## src/rtl/core/ctsa_pkg.sv

```systemverilog
// ----------------------------------------------------------------------------
// ctsa_pkg
// Shared codes, tables and stage types for the calendar time step adjuster.
// ----------------------------------------------------------------------------
package ctsa_pkg;

    typedef enum logic [1:0] {
        CMD_ADD_MINUTE = 2'd0,
        CMD_SUB_MINUTE = 2'd1,
        CMD_ADD_DAY    = 2'd2,
        CMD_SUB_DAY    = 2'd3
    } cmd_t;

    typedef enum logic [1:0] {
        DAY_NONE = 2'd0,
        DAY_FWD  = 2'd1,
        DAY_BACK = 2'd2
    } day_op_t;

    localparam logic [6:0] YEAR_MAX   = 7'd99;
    localparam logic [3:0] MONTH_LAST = 4'd12;
    localparam logic [3:0] MONTH_FEB  = 4'd2;
    localparam logic [3:0] MONTH_MAR  = 4'd3;
    localparam logic [4:0] DATE_LONG  = 5'd31;
    localparam logic [4:0] DATE_FEB   = 5'd28;
    localparam logic [4:0] DATE_LEAP  = 5'd29;
    localparam logic [4:0] HOUR_MAX   = 5'd23;
    localparam logic [5:0] MINUTE_MAX = 6'd59;

    typedef logic [4:0] month_len_t [12];
    localparam month_len_t MONTH_LEN = '{5'd31, 5'd28, 5'd31, 5'd30, 5'd31, 5'd30,
                                         5'd31, 5'd31, 5'd30, 5'd31, 5'd30, 5'd31};

    // Non-leap length; month codes outside 1..12 count as 31 days.
    function automatic logic [4:0] len_of(input logic [3:0] month);
        logic [4:0] len;
        if (month >= 4'd1 && month <= MONTH_LAST)
            len = MONTH_LEN[month - 4'd1];
        else
            len = DATE_LONG;
        return len;
    endfunction

    typedef struct packed {
        logic [6:0] year;
        logic [3:0] month;
        logic [4:0] date;
    } ymd_t;

    typedef struct packed {
        day_op_t    op;
        logic       clr;
        ymd_t       cur;
        logic [4:0] hour;
        logic [5:0] minute;
        logic       leap;
        logic [4:0] len_cur;
        logic [4:0] len_prev;
    } stage_a_t;

    typedef struct packed {
        day_op_t    op;
        logic       clr;
        ymd_t       cur;
        ymd_t       fwd;
        ymd_t       bwd;
        logic [4:0] hour;
        logic [5:0] minute;
    } stage_b_t;

    typedef struct packed {
        ymd_t       ymd;
        logic [4:0] hour;
        logic [5:0] minute;
        logic       clr;
    } result_t;

endpackage

```

## src/rtl/core/ctsa_in_if.sv

```systemverilog
// ----------------------------------------------------------------------------
// ctsa_in_if
// Request channel: command plus current calendar time.
// ----------------------------------------------------------------------------
interface ctsa_in_if;
    logic       valid;
    logic       ready;
    logic [1:0] command;
    logic [6:0] cur_year;
    logic [3:0] cur_month;
    logic [4:0] cur_date;
    logic [4:0] cur_hour;
    logic [5:0] cur_minute;

    modport source (output valid, command, cur_year, cur_month, cur_date, cur_hour,
                    cur_minute, input ready);
    modport sink   (input valid, command, cur_year, cur_month, cur_date, cur_hour,
                    cur_minute, output ready);
endinterface

```

## src/rtl/core/ctsa_out_if.sv

```systemverilog
// ----------------------------------------------------------------------------
// ctsa_out_if
// Result channel: adjusted calendar time and seconds clear flag.
// ----------------------------------------------------------------------------
interface ctsa_out_if;
    logic       valid;
    logic       ready;
    logic [6:0] new_year;
    logic [3:0] new_month;
    logic [4:0] new_date;
    logic [4:0] new_hour;
    logic [5:0] new_minute;
    logic       clear_seconds;

    modport source (output valid, new_year, new_month, new_date, new_hour, new_minute,
                    clear_seconds, input ready);
    modport sink   (input valid, new_year, new_month, new_date, new_hour, new_minute,
                    clear_seconds, output ready);
endinterface

```

## src/rtl/core/calendar_time_step_adjust_unit.sv

```systemverilog
// ----------------------------------------------------------------------------
// calendar_time_step_adjust_unit
// Steps a calendar time by one minute or one day, forwards or backwards.
// ----------------------------------------------------------------------------
// Usage:
//   request carries a command (add/remove minute, add/remove day) and the
//   current year, month, date, hour and minute. result carries the adjusted
//   time and clear_seconds, set for minute commands.
//   One result beat per request beat, in order.
// Throughput: one beat per cycle while result.ready stays high. Three register stages:
//   A - minute/hour step, day carry decision, leap flag, month lengths
//   B - forward and backward day candidates computed side by side
//   C - selection by day operation into the output register
// Each stage holds a valid bit and moves when the stage after it is empty or
// moving, so bubbles close up and a stalled receiver holds the output beat
// steady; the stall backs up stage by stage until request.ready drops.
// Reset: rst_n clears all valid bits at once; no items survive reset. There
// is no stored calendar state.
// ----------------------------------------------------------------------------
module calendar_time_step_adjust_unit (
    input  logic               clk,
    input  logic               rst_n,
    ctsa_in_if.sink            request,
    ctsa_out_if.source         result
);

    // Stage control: valid bits and advance enables.
    logic a_valid_reg;
    logic b_valid_reg;
    logic c_valid_reg;
    logic a_adv;
    logic b_adv;
    logic c_adv;

    ctsa_pkg::stage_a_t a_reg;
    ctsa_pkg::stage_a_t a_next;
    ctsa_pkg::stage_b_t b_reg;
    ctsa_pkg::stage_b_t b_next;
    ctsa_pkg::result_t  c_reg;
    ctsa_pkg::result_t  c_next;

    assign c_adv = !c_valid_reg || result.ready;
    assign b_adv = !b_valid_reg || c_adv;
    assign a_adv = !a_valid_reg || b_adv;
    assign request.ready = a_adv;

    // ---------------- Stage A: time of day step ----------------
    always_comb
    begin
        a_next.op       = ctsa_pkg::DAY_NONE;
        a_next.clr      = 1'b0;
        a_next.cur      = '{year: request.cur_year, month: request.cur_month,
                            date: request.cur_date};
        a_next.hour     = request.cur_hour;
        a_next.minute   = request.cur_minute;
        a_next.leap     = (request.cur_year[1:0] == 2'd0);
        a_next.len_cur  = ctsa_pkg::len_of(request.cur_month);
        a_next.len_prev = ctsa_pkg::len_of(request.cur_month - 4'd1);
        case (ctsa_pkg::cmd_t'(request.command))
            ctsa_pkg::CMD_ADD_MINUTE:
            begin
                a_next.clr = 1'b1;
                if (request.cur_minute >= ctsa_pkg::MINUTE_MAX)
                begin
                    a_next.minute = 6'd0;
                    if (request.cur_hour >= ctsa_pkg::HOUR_MAX)
                    begin
                        a_next.hour = 5'd0;
                        a_next.op   = ctsa_pkg::DAY_FWD;
                    end
                    else
                    begin
                        a_next.hour = request.cur_hour + 5'd1;
                    end
                end
                else
                begin
                    a_next.minute = request.cur_minute + 6'd1;
                end
            end
            ctsa_pkg::CMD_SUB_MINUTE:
            begin
                a_next.clr = 1'b1;
                if (request.cur_minute == 6'd0)
                begin
                    a_next.minute = ctsa_pkg::MINUTE_MAX;
                    if (request.cur_hour == 5'd0)
                    begin
                        a_next.hour = ctsa_pkg::HOUR_MAX;
                        a_next.op   = ctsa_pkg::DAY_BACK;
                    end
                    else if (request.cur_hour > ctsa_pkg::HOUR_MAX + 5'd1)
                    begin
                        a_next.hour = ctsa_pkg::HOUR_MAX;
                    end
                    else
                    begin
                        a_next.hour = request.cur_hour - 5'd1;
                    end
                end
                else if (request.cur_minute > ctsa_pkg::MINUTE_MAX + 6'd1)
                begin
                    a_next.minute = ctsa_pkg::MINUTE_MAX;
                end
                else
                begin
                    a_next.minute = request.cur_minute - 6'd1;
                end
            end
            ctsa_pkg::CMD_ADD_DAY:
            begin
                a_next.op = ctsa_pkg::DAY_FWD;
            end
            default:
            begin
                a_next.op = ctsa_pkg::DAY_BACK;
            end
        endcase
    end

    // ---------------- Stage B: day candidates ----------------
    always_comb
    begin
        b_next.op     = a_reg.op;
        b_next.clr    = a_reg.clr;
        b_next.cur    = a_reg.cur;
        b_next.hour   = a_reg.hour;
        b_next.minute = a_reg.minute;

        // Forward step
        b_next.fwd = a_reg.cur;
        if (a_reg.cur.month == ctsa_pkg::MONTH_FEB && a_reg.cur.date == ctsa_pkg::DATE_FEB
            && a_reg.leap)
        begin
            b_next.fwd.date = ctsa_pkg::DATE_LEAP;
        end
        else if (a_reg.cur.date >= a_reg.len_cur)
        begin
            b_next.fwd.date = 5'd1;
            if (a_reg.cur.month >= ctsa_pkg::MONTH_LAST)
            begin
                b_next.fwd.month = 4'd1;
                b_next.fwd.year  = (a_reg.cur.year >= ctsa_pkg::YEAR_MAX) ? 7'd0
                                                                           : a_reg.cur.year + 7'd1;
            end
            else
            begin
                b_next.fwd.month = a_reg.cur.month + 4'd1;
            end
        end
        else
        begin
            b_next.fwd.date = a_reg.cur.date + 5'd1;
        end

        // Backward step
        b_next.bwd = a_reg.cur;
        if (a_reg.cur.month == ctsa_pkg::MONTH_MAR && a_reg.cur.date == 5'd1 && a_reg.leap)
        begin
            b_next.bwd.month = ctsa_pkg::MONTH_FEB;
            b_next.bwd.date  = ctsa_pkg::DATE_LEAP;
        end
        else if (a_reg.cur.date == 5'd1)
        begin
            if (a_reg.cur.month <= 4'd1)
            begin
                b_next.bwd.year  = (a_reg.cur.year == 7'd0) ? ctsa_pkg::YEAR_MAX
                                                            : a_reg.cur.year - 7'd1;
                b_next.bwd.month = ctsa_pkg::MONTH_LAST;
                b_next.bwd.date  = ctsa_pkg::DATE_LONG;
            end
            else if (a_reg.cur.month > ctsa_pkg::MONTH_LAST)
            begin
                b_next.bwd.month = ctsa_pkg::MONTH_LAST;
                b_next.bwd.date  = ctsa_pkg::DATE_LONG;
            end
            else
            begin
                b_next.bwd.month = a_reg.cur.month - 4'd1;
                b_next.bwd.date  = a_reg.len_prev;
            end
        end
        else
        begin
            // date zero wraps to 31 in the same month
            b_next.bwd.date = a_reg.cur.date - 5'd1;
        end
    end

    // ---------------- Stage C: selection ----------------
    always_comb
    begin
        c_next.hour   = b_reg.hour;
        c_next.minute = b_reg.minute;
        c_next.clr    = b_reg.clr;
        case (b_reg.op)
            ctsa_pkg::DAY_FWD:  c_next.ymd = b_reg.fwd;
            ctsa_pkg::DAY_BACK: c_next.ymd = b_reg.bwd;
            default:            c_next.ymd = b_reg.cur;
        endcase
    end

    // Valid bits
    always_ff @(posedge clk or negedge rst_n)
    begin
        if (!rst_n)
        begin
            a_valid_reg <= 1'b0;
            b_valid_reg <= 1'b0;
            c_valid_reg <= 1'b0;
        end
        else
        begin
            if (a_adv)
                a_valid_reg <= request.valid;
            if (b_adv)
                b_valid_reg <= a_valid_reg;
            if (c_adv)
                c_valid_reg <= b_valid_reg;
        end
    end

    // Payload, loaded only with a live beat
    always_ff @(posedge clk)
    begin
        if (a_adv && request.valid)
            a_reg <= a_next;
        if (b_adv && a_valid_reg)
            b_reg <= b_next;
        if (c_adv && b_valid_reg)
            c_reg <= c_next;
    end

    assign result.valid         = c_valid_reg;
    assign result.new_year      = c_reg.ymd.year;
    assign result.new_month     = c_reg.ymd.month;
    assign result.new_date      = c_reg.ymd.date;
    assign result.new_hour      = c_reg.hour;
    assign result.new_minute    = c_reg.minute;
    assign result.clear_seconds = c_reg.clr;

endmodule

```

## src/flat_wrapper.sv

```systemverilog
// flat-port wrapper written by rule: the top's interface ports become plain ports
module calendar_time_step_adjust_unit_flat 
  (clk, rst_n, request_valid, request_command, request_cur_year, request_cur_month, request_cur_date, request_cur_hour, request_cur_minute, request_ready, result_valid, result_new_year, result_new_month, result_new_date, result_new_hour, result_new_minute, result_clear_seconds, result_ready);
  ctsa_in_if request_i ();
  ctsa_out_if result_i ();
  input  logic clk;
  input  logic rst_n;
  input wire logic [$bits(request_i.valid)-1:0] request_valid;
  input wire logic [$bits(request_i.command)-1:0] request_command;
  input wire logic [$bits(request_i.cur_year)-1:0] request_cur_year;
  input wire logic [$bits(request_i.cur_month)-1:0] request_cur_month;
  input wire logic [$bits(request_i.cur_date)-1:0] request_cur_date;
  input wire logic [$bits(request_i.cur_hour)-1:0] request_cur_hour;
  input wire logic [$bits(request_i.cur_minute)-1:0] request_cur_minute;
  output wire logic [$bits(request_i.ready)-1:0] request_ready;
  output wire logic [$bits(result_i.valid)-1:0] result_valid;
  output wire logic [$bits(result_i.new_year)-1:0] result_new_year;
  output wire logic [$bits(result_i.new_month)-1:0] result_new_month;
  output wire logic [$bits(result_i.new_date)-1:0] result_new_date;
  output wire logic [$bits(result_i.new_hour)-1:0] result_new_hour;
  output wire logic [$bits(result_i.new_minute)-1:0] result_new_minute;
  output wire logic [$bits(result_i.clear_seconds)-1:0] result_clear_seconds;
  input wire logic [$bits(result_i.ready)-1:0] result_ready;
  assign request_i.valid = request_valid;
  assign request_i.command = request_command;
  assign request_i.cur_year = request_cur_year;
  assign request_i.cur_month = request_cur_month;
  assign request_i.cur_date = request_cur_date;
  assign request_i.cur_hour = request_cur_hour;
  assign request_i.cur_minute = request_cur_minute;
  assign request_ready = request_i.ready;
  assign result_valid = result_i.valid;
  assign result_new_year = result_i.new_year;
  assign result_new_month = result_i.new_month;
  assign result_new_date = result_i.new_date;
  assign result_new_hour = result_i.new_hour;
  assign result_new_minute = result_i.new_minute;
  assign result_clear_seconds = result_i.clear_seconds;
  assign result_i.ready = result_ready;
  calendar_time_step_adjust_unit u_core (.clk(clk), .rst_n(rst_n), .request(request_i), .result(result_i));
endmodule
```

## config.mk

```make
export PLATFORM = sky130hd
export DESIGN_NAME = calendar_time_step_adjust_unit_flat
export DESIGN_NICKNAME = d
export VERILOG_FILES = /design/src/rtl/core/ctsa_pkg.sv /design/src/rtl/core/ctsa_in_if.sv /design/src/rtl/core/ctsa_out_if.sv /design/src/rtl/core/calendar_time_step_adjust_unit.sv /design/src/flat_wrapper.sv
export SDC_FILE = /design/constraint.sdc
export NUM_CORES = 1
export LEC_CHECK = 0
export BUFFER_PORTS_ARGS = -buffer_cell sky130_fd_sc_hd__buf_2
export CAP_MARGIN = 20
export CORE_AREA = 2 2 135 164
export CTS_CLUSTER_DIAMETER = 120
export DETAILED_ROUTE_END_ITERATION = 10
export DIE_AREA = 0 0 137 166
export HOLD_SLACK_MARGIN = 0.15
export SYNTH_ARGS = -nofsm -noshare
export SYNTH_HDL_FRONTEND = slang
export SYNTH_SLANG_ARGS = --single-unit
```

## constraint.sdc

```tcl
create_clock -name clk -period 2.8 [get_ports clk]
set_clock_uncertainty 0.1 [all_clocks]
set_input_delay 0 -clock clk [delete_from_list [all_inputs] [get_ports clk]]
set_output_delay 0 -clock clk [all_outputs]
set_load 0.01 [all_outputs]
```

# == Word-level counts from Yosys, hierarchy flattened ==
# Memory sizes are Yosys's and may differ from the RTL's. A register that Yosys moved wholly into a read port is not among the register bits.
# Cells that the tools add are included.
# W data, S select, Z words.
# totals
output_inout_bits,30
n_memories,2
ram_bits,0
latchBits,0
elab_cells,121
romBits,160
register_bits,124
in_bits,33
# mem_list
memory,depth,word_bits,read_ports,rd_ports_with_merged_regs,wr,line_no,rtl
(name not given),16,5,1,1,0,ctsa_pkg.sv:38,len = MONTH_LEN[month - 4'd1];
(name not given),16,5,1,1,0,ctsa_pkg.sv:38,
# classes
magnitude_cmp,13
mux,29
n_eq_ne,8
bitwise_logic,2
add_sub_neg,12
reduce_logical,24
shift,0
n_div,0
n_mul,0
# op_table
operator,n
$mux W5,7
$mux W7,5
$mux W11,3
$pmux W16 S2,1
$pmux W11 S2,1
$mux W6,3
$mux W9,2
$sub A4 B1 Y4 const B,3
$add A5 B1 Y5 const B,2
$not A4 Y5,2
$sub A5 B1 Y5 const B,2
$logic_and A1 B1 Y1,9
$eq A4 B2 Y1 const B,2
$ge A4 B1 Y1 const B,2
$le A4 B4 Y1 const B,2
$add A7 B1 Y7 const B,1
$ge A7 B7 Y1 const B,1
$logic_not A7 Y1,1
$sub A7 B1 Y7 const B,1
$add A6 B1 Y6 const B,1
$ge A6 B6 Y1 const B,1
$gt A6 B6 Y1 const B,1
$logic_not A6 Y1,1
$mux W2,3
20 further kinds,31

# == Depth between registers and ports, before layout ==
# depth
ltp_word,5
ltp_mapped,8
mapped_depth_nobuf,7

# == Least setup slack after synthesis ==
# Ideal clock, no wire load.
# synth_path
path_type,flip-flop to flip-flop
from,"register u_core.c_valid_reg, in the netlist u_core.result.valid"
to,"register u_core.b_reg[0] in the netlist's numbering, enable pin"
n_path_buf,0
stages_incl_launch_ff,4
period_less_slack_ps,2621
setup_ps,426
arrival_ps,2095
slack_ps,179
t_required_ps,2274
cell_sequence,dfrtp_1 > nor2b_1 > nand2_1 > and2_1
# synth_via
elab_chain_cells,4
# synth_rtl
item,line_no,rtl
"start, declared",calendar_time_step_adjust_unit.sv:30,logic c_valid_reg;
"start signal, assigned",calendar_time_step_adjust_unit.sv:219,c_valid_reg <= b_valid_reg;
$logic_not A1 Y1,calendar_time_step_adjust_unit.sv:42,assign c_adv = !c_valid_reg || result.ready;
$logic_or A1 B1 Y1,calendar_time_step_adjust_unit.sv:42,
$logic_or A1 B1 Y1,calendar_time_step_adjust_unit.sv:43,assign b_adv = !b_valid_reg || c_adv;
$logic_and A1 B1 Y1,calendar_time_step_adjust_unit.sv:228,if (b_adv && a_valid_reg)
"end signal, assigned",calendar_time_step_adjust_unit.sv:229,b_reg <= b_next;
"end, declared",calendar_time_step_adjust_unit.sv:37,ctsa_pkg::stage_b_t b_reg;
# No other way between the ends.
# A chain may end at the register's enable or synchronous reset.

==> flow_summary.ini <==
[global_routing]
grt_pass1_wl_mm = 20.9
grt_pass1_vias = 4243
grt_use_total_pct = 11.6
antenna_found_initial = 0
grt_overflow_total = 0
grt_start_max_net_pins = 63

[route]
drt-initial-drc-count = 268
dr.pass1.iters = 5
drc = 0
ant_nets = 0
vias = 4305
wl_mm = 12.7
wl_per_cell_um = 14.0
via_per_inst = 4.72

[sta]
worstMarginPinSlew_ns = 0.698
maxClockFrequency_ghz = 0.377
setup_violations = 0
whs_ns = 0.198
max-slew-margin-rel_pct = 53.1
fin_setup_tns_ns = 0
rsz0062_at_grt = no
hold_viol = 0
slew_viol_final = 0
period_needed_ns = 2.65
min_period_over_period_pct = 94.8

[logic_synthesis]
synth-main-ff-cell = edfxtp_1
synth-edff-count = 125
synth_warnings = 0
synth_top_area_share_pct = 59.9
netlist_area_um2 = 6260
ys_top_cells_by_area = edfxtp_1, ha_1, o21ai_0
ys_seq_area_share_pct = 61.1
yosysMostFrequentCell = edfxtp_1
ys_types = 65
yosys_register_bits = 128
synth_top_cell_by_area = edfxtp_1
syn_inst = 513
synth.net_count = 576
syn_avg_cell_area_um2 = 12.2
yosys-top-cells-count = edfxtp_1, nand2_1, o21ai_0, nor2_1, ha_1
synthArstFlopShare_pct = 2.34

[worst_setup_path]
crit_arrival_ns = 2.73
cp-start-kind = input port
worst_setup_path_end_kind = register
critical_path_class = input port to register
cp_max_fo = 6
crit_required_ns = 2.87

[layout]
fin_cells = 912
diodes = 0
drive_above_1_share_pct = 19.3
n_fill_cell = 2053
syn_to_final_growth_pct = 27.3
fin_area_um2 = 7980
num-nets-final = 688
final_core_util_pct = 37.5
largest_reg_flops = 62

[placement]
hpwl_mm = 8.83
gp_congestion = 0.835
dp_cells = 835
placed_cell_area_um2 = 6900
port_buffers = 62

[clock_network]
cts_buffers = 17
clock_latency_ns = 0.42
cts.reportedPaths.clkPinSlew_ns = 0.06
cts_buffer_depth = 2
tritoncts = yes
htreeDepth = 4
root_buffer = clkbuf_16
cts_setup_buffers = 0
cts_num_sinks = 128

[pwr]
ir_drop_mv = 0.437
power.density_nw_per_um2 = 670
p_leak_nw = 2.97

[floorplanning]
die_area_um2 = 22700
core_area_um2 = 21300
die_width_um = 137
pin_count = 63
initial_core_util_pct = 29.5
fp.dieH_um = 166
std_cell_rows = 59

[outcome]
status = complete, no violations

[flow_run]
max_cap_viol_count = 0

[worst_hold_path]
hold_class = input port to register
## stage by stage
step	total power [mW]	setup slack (ns)
after global routing	5.57	0.0515
after floorplan	2.81	0.179
after CTS	5.40	0.110
final	5.35	0.146
after global placement	3.02	0.282
after detailed placement	3.03	0.262
## cells by family after synthesis
group           Yosys count  share of synthesized area, %
flops                   128                          61.1
fa+ha+maj                30                          5.99
xor+xnor                 12                          1.68
mux                       4                         0.659
compound gates          136                          14.3
buf+inv                  50                          3.38
simple gates            153                          12.9
## worst paths after layout
check                                      startpoint                              to  slack (ns)  cells after the start
setup / recovery                request_cur_minute[0]      u_core.a_reg[14]$_DFFE_PP_        0.15                     10
hold / removal                    request_cur_date[2]      u_core.a_reg[24]$_DFFE_PP_        0.20                      2
setup reg to reg           u_core.a_reg[23]$_DFFE_PP_      u_core.b_reg[22]$_DFFE_PP_        0.24                      7
hold reg to reg            u_core.a_reg[19]$_DFFE_PP_       u_core.b_reg[8]$_DFFE_PP_        0.32                      0
max in group asynchronous                       rst_n  u_core.b_valid_reg$_DFFE_PN0P_        2.07                      3
min in group asynchronous                       rst_n  u_core.a_valid_reg$_DFFE_PN0N_        0.37                      3
## worst max-delay path: stages
cell and delay, ns:
dlygate4sd3_1 0.54, buf_4 0.15, inv_1 0.07, ha_2 0.22, and3_2 0.21, o21a_1 0.18
o22ai_1 0.14, dlygate4sd3_1 0.57, o41ai_1 0.08, dlygate4sd3_1 0.57
## where the power goes
part / internal [mW] / switching [mW]
combinational: 0.252 / 0.360
clock: 1.43 / 0.882
sequential: 2.35 / 0.0752
## layer usage
metal | part of all wire (%) | wire (um) | up-vias | global-route usage, %
met4 | 1.2 | 149 | 0 | 3.94
met3 | 3.9 | 492 | 11 | 3.17
met5 | 0 | 0 | - | 0
li1 | - | - | 2169 | -
met2 | 51 | 6510 | 96 | 19.7
met1 | 44 | 5580 | 2029 | 14.0
## layout make-up
type / count / area (um^2) / area share (%)
Sequential cell: 128 / 3830 / 48.0
Multi-Input combinational cell: 335 / 2230 / 28.0
Timing Repair Buffer: 119 / 866 / 10.9
Clock buffer: 17 / 425 / 5.33
Tap cell: 274 / 343 / 4.30
Clock inverter: 15 / 194 / 2.43
Inverter: 24 / 90.1 / 1.13
## cell usage in the layout (no fill, tap or decap), types with 7 or more instances in the layout
master	synthesis	final
dlygate4sd3_1	0	45
a22oi_1	16	16
nand2_1	45	45
edfxtp_1	125	125
buf_2	1	61
nor3_1	11	11
xnor2_1	7	7
inv_1	24	24
o21ai_0	40	40
a31oi_1	7	7
nand2b_1	8	8
ha_1	30	29
nor2_1	32	32
a21oi_1	21	21
nand3_1	17	17
buf_4	0	12
inv_6	0	7
clkbuf_16	0	17
## repair_timing
action / CTS / global route
gates resized for setup: 0 / 3
hold buffers: 45 / 0
endpoints found under the hold margin: 41 / 0
setup endpoints to repair: 0 / 1
(Power assumes the default switching activity.)
